`src/rtl/core/wsjq_pkg.sv`:
```
// Package for the work-stealing job queues: sizes, codes and the
// controller/datapath command and status structs. No dependencies.
package wsjq_pkg;

   localparam int MAX_WORKER_QUEUES = 32;
   localparam int QUEUE_DEPTH       = 64;
   localparam int JOB_ID_BITS       = 16;
   localparam int NUM_QUEUES        = MAX_WORKER_QUEUES + 1;
   localparam int Q_BITS            = $clog2(NUM_QUEUES);
   localparam int POS_BITS          = $clog2(QUEUE_DEPTH);
   localparam int FILL_BITS         = $clog2(QUEUE_DEPTH + 1);
   localparam int META_BITS         = POS_BITS + FILL_BITS;
   localparam int STORE_DEPTH       = NUM_QUEUES * QUEUE_DEPTH;
   localparam int STORE_AW          = $clog2(STORE_DEPTH);

   localparam int THREAD_BITS       = 6;
   localparam int WC_BITS           = 6;
   localparam int VICTIM_BITS       = 5;
   localparam int STATUS_BITS       = 2;
   localparam int SOURCE_BITS       = 2;

   localparam int STEAL_PRIME       = 7919;
   localparam int DIVIDEND_BITS     = 18;
   localparam int DIV_CNT_BITS      = $clog2(DIVIDEND_BITS + 1);
   localparam logic [WC_BITS-1:0] WC_RESET = WC_BITS'(4);
   localparam logic [WC_BITS-1:0] WC_MAX   = WC_BITS'(MAX_WORKER_QUEUES);

   localparam logic REQ_SUBMIT = 1'b0;
   localparam logic REQ_FETCH  = 1'b1;

   localparam logic [STATUS_BITS-1:0] ST_OK       = 2'd0;
   localparam logic [STATUS_BITS-1:0] ST_FULL     = 2'd1;
   localparam logic [STATUS_BITS-1:0] ST_EMPTY    = 2'd2;
   localparam logic [STATUS_BITS-1:0] ST_BAD_THRD = 2'd3;

   localparam logic [SOURCE_BITS-1:0] SRC_OWN    = 2'd0;
   localparam logic [SOURCE_BITS-1:0] SRC_SHARED = 2'd1;
   localparam logic [SOURCE_BITS-1:0] SRC_STOLEN = 2'd2;

   typedef enum logic [1:0] {
      SEL_OWN    = 2'd0,
      SEL_SHARED = 2'd1,
      SEL_VICTIM = 2'd2
   } sel_type;

   typedef enum logic [1:0] {
      OP_NONE      = 2'd0,
      OP_PUSH      = 2'd1,
      OP_POP_BACK  = 2'd2,
      OP_POP_FRONT = 2'd3
   } op_type;

   typedef struct packed {
      logic                   capture;
      logic                   meta_rd;
      sel_type                sel;
      op_type                 op;
      logic                   div_start;
      logic                   vic_init;
      logic                   vic_next;
      logic                   set_res;
      logic [STATUS_BITS-1:0] res_status;
      logic [SOURCE_BITS-1:0] res_source;
      logic                   latch_job;
      logic                   load_rsp;
   } cmd_type;

   typedef struct packed {
      logic bad_thread;
      logic is_fetch;
      logic t_zero;
      logic full;
      logic empty;
      logic wc_gt1;
      logic div_busy;
      logic vic_skip;
      logic vic_last;
      logic rsp_busy;
   } stat_type;

endpackage

```
`src/rtl/core/wsjq_ctrl.sv`:
```
// Controller: sequences submit, own pop, shared pop and the steal walk.
// Depends on wsjq_pkg.
module wsjq_ctrl (
   input  logic               clock,
   input  logic               reset,
   input  logic               req_valid,
   output logic               req_ready,
   input  wsjq_pkg::stat_type stat,
   output wsjq_pkg::cmd_type  cmd
);
   import wsjq_pkg::*;

   typedef enum logic [9:0] {
      S_IDLE  = 10'b0000000001,
      S_CHECK = 10'b0000000010,
      S_PUSH  = 10'b0000000100,
      S_OWN   = 10'b0000001000,
      S_SHR   = 10'b0000010000,
      S_DIV   = 10'b0000100000,
      S_VCHK  = 10'b0001000000,
      S_VRD   = 10'b0010000000,
      S_DATA  = 10'b0100000000,
      S_DONE  = 10'b1000000000
   } state_type;

   state_type state_ff, state_in;

   assign req_ready = state_ff == S_IDLE;

   always_comb begin
      state_in = state_ff;
      cmd      = '0;
      cmd.sel  = SEL_OWN;
      cmd.op   = OP_NONE;
      unique case (state_ff)
         S_IDLE: begin
            if (req_valid) begin
               cmd.capture = 1'b1;
               state_in    = S_CHECK;
            end
         end
         S_CHECK: begin
            if (stat.bad_thread) begin
               cmd.set_res    = 1'b1;
               cmd.res_status = ST_BAD_THRD;
               state_in       = S_DONE;
            end else if (!stat.is_fetch) begin
               cmd.meta_rd = 1'b1;
               state_in    = S_PUSH;
            end else begin
               cmd.div_start = 1'b1;
               cmd.meta_rd   = 1'b1;
               if (stat.t_zero) begin
                  cmd.sel  = SEL_SHARED;
                  state_in = S_SHR;
               end else begin
                  state_in = S_OWN;
               end
            end
         end
         S_PUSH: begin
            cmd.set_res = 1'b1;
            if (stat.full) begin
               cmd.res_status = ST_FULL;
            end else begin
               cmd.op = OP_PUSH;
            end
            state_in = S_DONE;
         end
         S_OWN: begin
            if (!stat.empty) begin
               cmd.op      = OP_POP_BACK;
               cmd.set_res = 1'b1;
               state_in    = S_DATA;
            end else begin
               cmd.meta_rd = 1'b1;
               cmd.sel     = SEL_SHARED;
               state_in    = S_SHR;
            end
         end
         S_SHR: begin
            cmd.set_res = 1'b1;
            if (!stat.empty) begin
               cmd.op         = OP_POP_FRONT;
               cmd.res_source = SRC_SHARED;
               state_in       = S_DATA;
            end else if (stat.wc_gt1) begin
               state_in = S_DIV;
            end else begin
               cmd.res_status = ST_EMPTY;
               state_in       = S_DONE;
            end
         end
         S_DIV: begin
            if (!stat.div_busy) begin
               cmd.vic_init = 1'b1;
               state_in     = S_VCHK;
            end
         end
         S_VCHK: begin
            if (stat.vic_skip) begin
               if (stat.vic_last) begin
                  cmd.set_res    = 1'b1;
                  cmd.res_status = ST_EMPTY;
                  state_in       = S_DONE;
               end else begin
                  cmd.vic_next = 1'b1;
               end
            end else begin
               cmd.meta_rd = 1'b1;
               cmd.sel     = SEL_VICTIM;
               state_in    = S_VRD;
            end
         end
         S_VRD: begin
            if (!stat.empty) begin
               cmd.op         = OP_POP_FRONT;
               cmd.set_res    = 1'b1;
               cmd.res_source = SRC_STOLEN;
               state_in       = S_DATA;
            end else if (stat.vic_last) begin
               cmd.set_res    = 1'b1;
               cmd.res_status = ST_EMPTY;
               state_in       = S_DONE;
            end else begin
               cmd.vic_next = 1'b1;
               state_in     = S_VCHK;
            end
         end
         S_DATA: begin
            cmd.latch_job = 1'b1;
            state_in      = S_DONE;
         end
         S_DONE: begin
            // hold until the response slot frees up
            if (!stat.rsp_busy) begin
               cmd.load_rsp = 1'b1;
               state_in     = S_IDLE;
            end
         end
         default: begin
            state_in = S_IDLE;
         end
      endcase
   end

   always_ff @(posedge clock) begin
      if (reset) begin
         state_ff <= S_IDLE;
      end else begin
         state_ff <= state_in;
      end
   end
endmodule

```
`config.mk`:
```
export PLATFORM = sky130hd
export DESIGN_NAME = wsjq_ctrl
export DESIGN_NICKNAME = d
export VERILOG_FILES = /design/src/rtl/core/wsjq_pkg.sv /design/src/rtl/core/wsjq_ctrl.sv
export SDC_FILE = /design/constraint.sdc
export NUM_CORES = 1
export LEC_CHECK = 0
export BUFFER_PORTS_ARGS = -buffer_cell sky130_fd_sc_hd__buf_2
export CELL_PAD_IN_SITES_DETAIL_PLACEMENT = 0
export CELL_PAD_IN_SITES_GLOBAL_PLACEMENT = 1
export CORE_ASPECT_RATIO = 1.4
export CORE_MARGIN = 8
export CORE_UTILIZATION = 35
export CTS_BUF_LIST = sky130_fd_sc_hd__clkbuf_4 sky130_fd_sc_hd__clkbuf_8
export DETAILED_ROUTE_END_ITERATION = 16
export PLACE_DENSITY_LB_ADDON = 0.08
export SYNTH_ARGS = -nofsm -noshare
export SYNTH_HDL_FRONTEND = slang
export SYNTH_SLANG_ARGS = --single-unit
```
`constraint.sdc`:
```
create_clock -name clock -period 3.2 [get_ports clock]
set_clock_uncertainty 0.2 [all_clocks]
set_input_delay 0.64 -clock clock [delete_from_list [all_inputs] [get_ports clock]]
set_output_delay 0.64 -clock clock [all_outputs]
set_load 0.01 [all_outputs]
```
# [After elaboration in Yosys (flattened, before gate mapping)]
# Cells that the tools add are included.
[totals] ff_bits=10 elab_cells=69 out_inout_bits=17 in_bits=13
[op_classes] eq_ne=14 n_mux=50 n_reduce_logical=4
[ops] op="two-way mux 10 bit" count=11
[ops] op="case mux 10 bit (9 select lines)" count=1
[ops] op="two-way mux 1 bit" count=19
[ops] op="two-way mux 3 bit" count=5
[ops] op="equality test 10 x 1 -> 1 bit, second input constant" count=1
[ops] op="equality test 10 bit, second input constant" count=1
[ops] op="equality test 10 x 2 -> 1 bit, second input constant" count=1
[ops] op="equality test 10 x 3 -> 1 bit, second input constant" count=1
[ops] op="equality test 10 x 4 -> 1 bit, second input constant" count=1
[ops] op="equality test 10 x 5 -> 1 bit, second input constant" count=1
[ops] op="equality test 10 x 6 -> 1 bit, second input constant" count=1
[ops] op="equality test 10 x 7 -> 1 bit, second input constant" count=1
[ops] op="equality test 10 x 8 -> 1 bit, second input constant" count=1
[ops] op="equality test 10 x 9 -> 1 bit, second input constant" count=1
[ops] op="two-way mux 2 bit" count=5
[ops] op="case mux 2 bit (5 select lines)" count=1
[ops] op="two-way mux 9 bit" count=1
[ops] op="case mux 3 bit (3 select lines)" count=1
[ops] op="inequality test 2 bit, second input constant" count=3
[ops] op="case mux 2 bit (3 select lines)" count=1
[ops] op="OR reduction 2 bit" count=3
[ops] op="two-way mux 5 bit" count=1
[ops] op="case mux 1 bit (5 select lines)" count=1
[ops] op="two-way mux 4 bit" count=1
[ops] op="4 further kinds" count=4

# [Logic depth before layout (Yosys ltp)]
[depth] ltp_word=4 ltp_mapped=6 ltp_nobuf=5

# [Worst setup path after synthesis]
# No wires, ideal clock.
[synth_timing] path_kind="register to output" from="register state_ff[0]" to="output cmd[14] in the netlist's numbering" slack_ns=0.504 path_stages_with_launch=5 t_required_ns=2.360 path_buffers=0 arrival_time_ns=1.856 path_cell_list="dfxtp_1 or4_4 or4_4 or3b_4 nand3_1"
[synth_rtl] item="start: declaration" line="wsjq_ctrl.sv:26" text="state_type state_ff, state_in;"
[synth_rtl] item="start signal: assignment" line="wsjq_ctrl.sv:151" text="state_ff <= state_in;"
[synth_rtl] item="end: declaration" line="wsjq_ctrl.sv:9" text="output wsjq_pkg::cmd_type cmd"

==> run summary <==
Largest reg by FF count -> state_ff
Post-synth ARST share -> 0
Worst slew margin -> 0.668
Fin cells -> 172
Nets -> 163
Worst EP required -> 2.36 ns
Global-route wire length before repair -> 4440 µm
LEAKAGE -> 0.532 nW
Sequential share of power -> 0.429
Startpoint Class -> register
Starting DRT DRC Count -> 22
CTS buffer count -> 3
CTS clk-pin slew, worst paths -> 0.07 ns
Hold buffers post-CTS -> 0
Commonest non-fill, non-tap cell in the layout -> buf_2
Critical path's top delay family -> simple AND/OR/NAND/NOR gates
Critical path's slowest cell -> or4_4
Max-slew violation count -> 0
Sw frac -> 0.270
Biggest regs -> state_ff: 10 flops
Warnings, synthesis -> 0
Vias -> 978
I/O Buffers -> 29
Worst EP arrival -> 2.26 ns
H-tree depth reported by CTS -> 1
Post-Synthesis Cell Area -> 832 µm²
Crit. End Element -> output port
Chip height -> 73.7 µm
Vias in the first global route -> 985
GRT overflow -> 0
Wirelength per Cell -> 14.8 µm
FMAX -> 323 MHz
Maximum capacitance violations -> 0
Crit path buf inv count -> 1
DPL Wire Length -> 2130 µm
Syn_nets -> 133
Synth top area share -> 0.241
Inserted Diodes -> 0
Largest net degree at the start of global routing -> 12
CTS Buffer Depth -> 2
Area delta synth->final -> 25.1%
Post-Syn Area per Cell -> 6.93 µm²
Placed Area -> 0.00100 mm²
Status -> complete, no violations
Commonest cells after routing, fill and taps aside -> buf_2, nor3_1, nand2_1, nor2_1
Top_reg_cell synth -> dfxtp_1
PD cells -> 300 mW/mm²
Placed insts -> 168
Post-layout minimum cycle time -> 3.10 ns
Crit Path Category -> reg2out
Fill cells -> 263
Ratio of final minimum period to clock period -> 0.968
TNS Setup -> 0 ns
Hold Vio Cnt, Final -> 0
Share of cells above drive strength 1 -> 0.309
Net Switching -> 0.0842 mW
First-pass detailed-route iteration total -> 4
CP cell instances -> or4_4, or4_4, or3b_4, nand3_1, buf_2
Post-synthesis sequential area ratio -> 0.241
Initial Util -> 0.360
Worst Path Max Fanout -> 8
Internal -> 0.228 mW
Distinct cells, synth -> 35
Max VDD drop -> 0.174 mV
Max reg flops -> 10
Power share of the clock group -> 0.357
Clock Tree Root -> clkbuf_4
Initial antenna violation count -> 0
Slowest stage delay, CP -> 0.56 ns
Gpl congestion -> 0.841
Worst hold path type -> in2reg
Number of flops mapped to enable cells by yosys -> 0
I/O pin count -> 30
Die X -> 57.2 µm
Post-detailed-route count of antenna-violating nets -> 0
Combinational Power Share -> 0.215
Final instance area -> 0.00104 mm²
Final setup vio count -> 0
RSZ-0062 raised after global routing -> no
CTS tree -> yes
Least-Margin Pin Slew -> 0.494 ns
Core ar. -> 0.00231 mm²
Die area -> 0.00422 mm²
CTS Sinks -> 10
Flops & latches, synth -> 10
CP dominant cell by count -> or4_4
Area leader, netlist -> dfxtp_1
DRC viols -> 0
DRT Wirelength -> 2550 µm
# rows -> 21
Gr usage total -> 0.129
Worst skew pair latency -> 0.26 ns
Top cells by area, synth -> dfxtp_1, nor3_1, nor4_1, a21oi_1, nand2_1
Vias per cell -> 5.69
Synthesized netlist cell count -> 120
area by class of cell:
type | count | area (µm²) | share of cell area
clock buffer | 4 | 36.3 | 0.0349
multi-input combinational | 95 | 576 | 0.553
timing repair buffer | 32 | 168 | 0.161
sequential | 10 | 203 | 0.195
tap | 23 | 28.8 | 0.0276
inverter | 8 | 30.0 | 0.0288
metrics by stage:
stage | hold slack (ns) | utilization | total power, mW | worst slack (ns)
finish | 0.368 | 0.450 | 0.312 | 0.101
global route | 0.366 | 0.450 | 0.332 | 0.0261
floorplan | 0.393 | - | 0.176 | 0.504
global placement | 0.457 | 0.433 | 0.203 | 0.370
detailed placement | 0.461 | 0.433 | 0.202 | 0.352
CTS | 0.358 | 0.449 | 0.316 | 0.0514
cells in the mapped netlist, types with 2 or more instances:
master    count
o22ai_1       2
a21oi_1       8
a32oi_1       2
a21o_1        2
nor2_2        2
xor2_1        3
nand3_1       5
nor2_1        9
inv_1         8
nor4_1        7
o211ai_1      2
or4_4         2
dfxtp_1      10
o21a_1        2
or4_1         2
nand2_1       9
nor3b_1       2
nor3_1       11
clkbuf_1      7
nor2b_1       3
or2_2         3
or3_1         3
nand4_1       2
nand2b_1      3
kinds of logic (layout without fill, tap and decap cells):
group                  after synthesis  in the layout  share of synthesized area
buffers and inverters               15             44                     0.0677
flip-flops                          10             10                      0.241
AND/OR/NAND/NOR                     69             69                      0.475
XOR/XNOR                             3              3                     0.0316
AO/OA/AOI/OAI                       23             23                      0.185
power groups by stage:
stage / logic [mW] / clock network [mW] / registers (mW)
2_1_floorplan: 0.0421 / 0 / 0.134
3_3_place_gp: 0.0677 / 0 / 0.135
3_5_place_dp: 0.0669 / 0 / 0.136
4_1_cts: 0.0676 / 0.116 / 0.133
5_1_grt: 0.0757 / 0.122 / 0.134
6_report: 0.0669 / 0.111 / 0.134
final timing paths:
check | start | endpoint | slack, ns | cells after the start
max reg2reg | state_ff[0]$_SDFFE_PP1P_ | state_ff[0]$_SDFFE_PP1P_ | 1.02 | 5
max | state_ff[0]$_SDFFE_PP1P_ | cmd[14] | 0.10 | 5
min reg2reg | state_ff[0]$_SDFFE_PP1P_ | state_ff[1]$_SDFFE_PP0P_ | 0.46 | 2
min | stat[7] | state_ff[3]$_SDFFE_PP0P_ | 0.37 | 2
repair_timing:
item,CTS,global route
resized for setup,0,2
setup endpoints to repair,0,1
setup buffers,0,0
metal layers:
metal | part of all wire | global-route usage | vias up
met3 | 0.047 | 0.0259 | 4
met4 | 0.011 | 0.0471 | 0
li1 | - | - | 498
met1 | 0.43 | 0.142 | 446
met2 | 0.51 | 0.233 | 30
met5 | 0 | 0 | -
(Power assumes the default switching activity.)
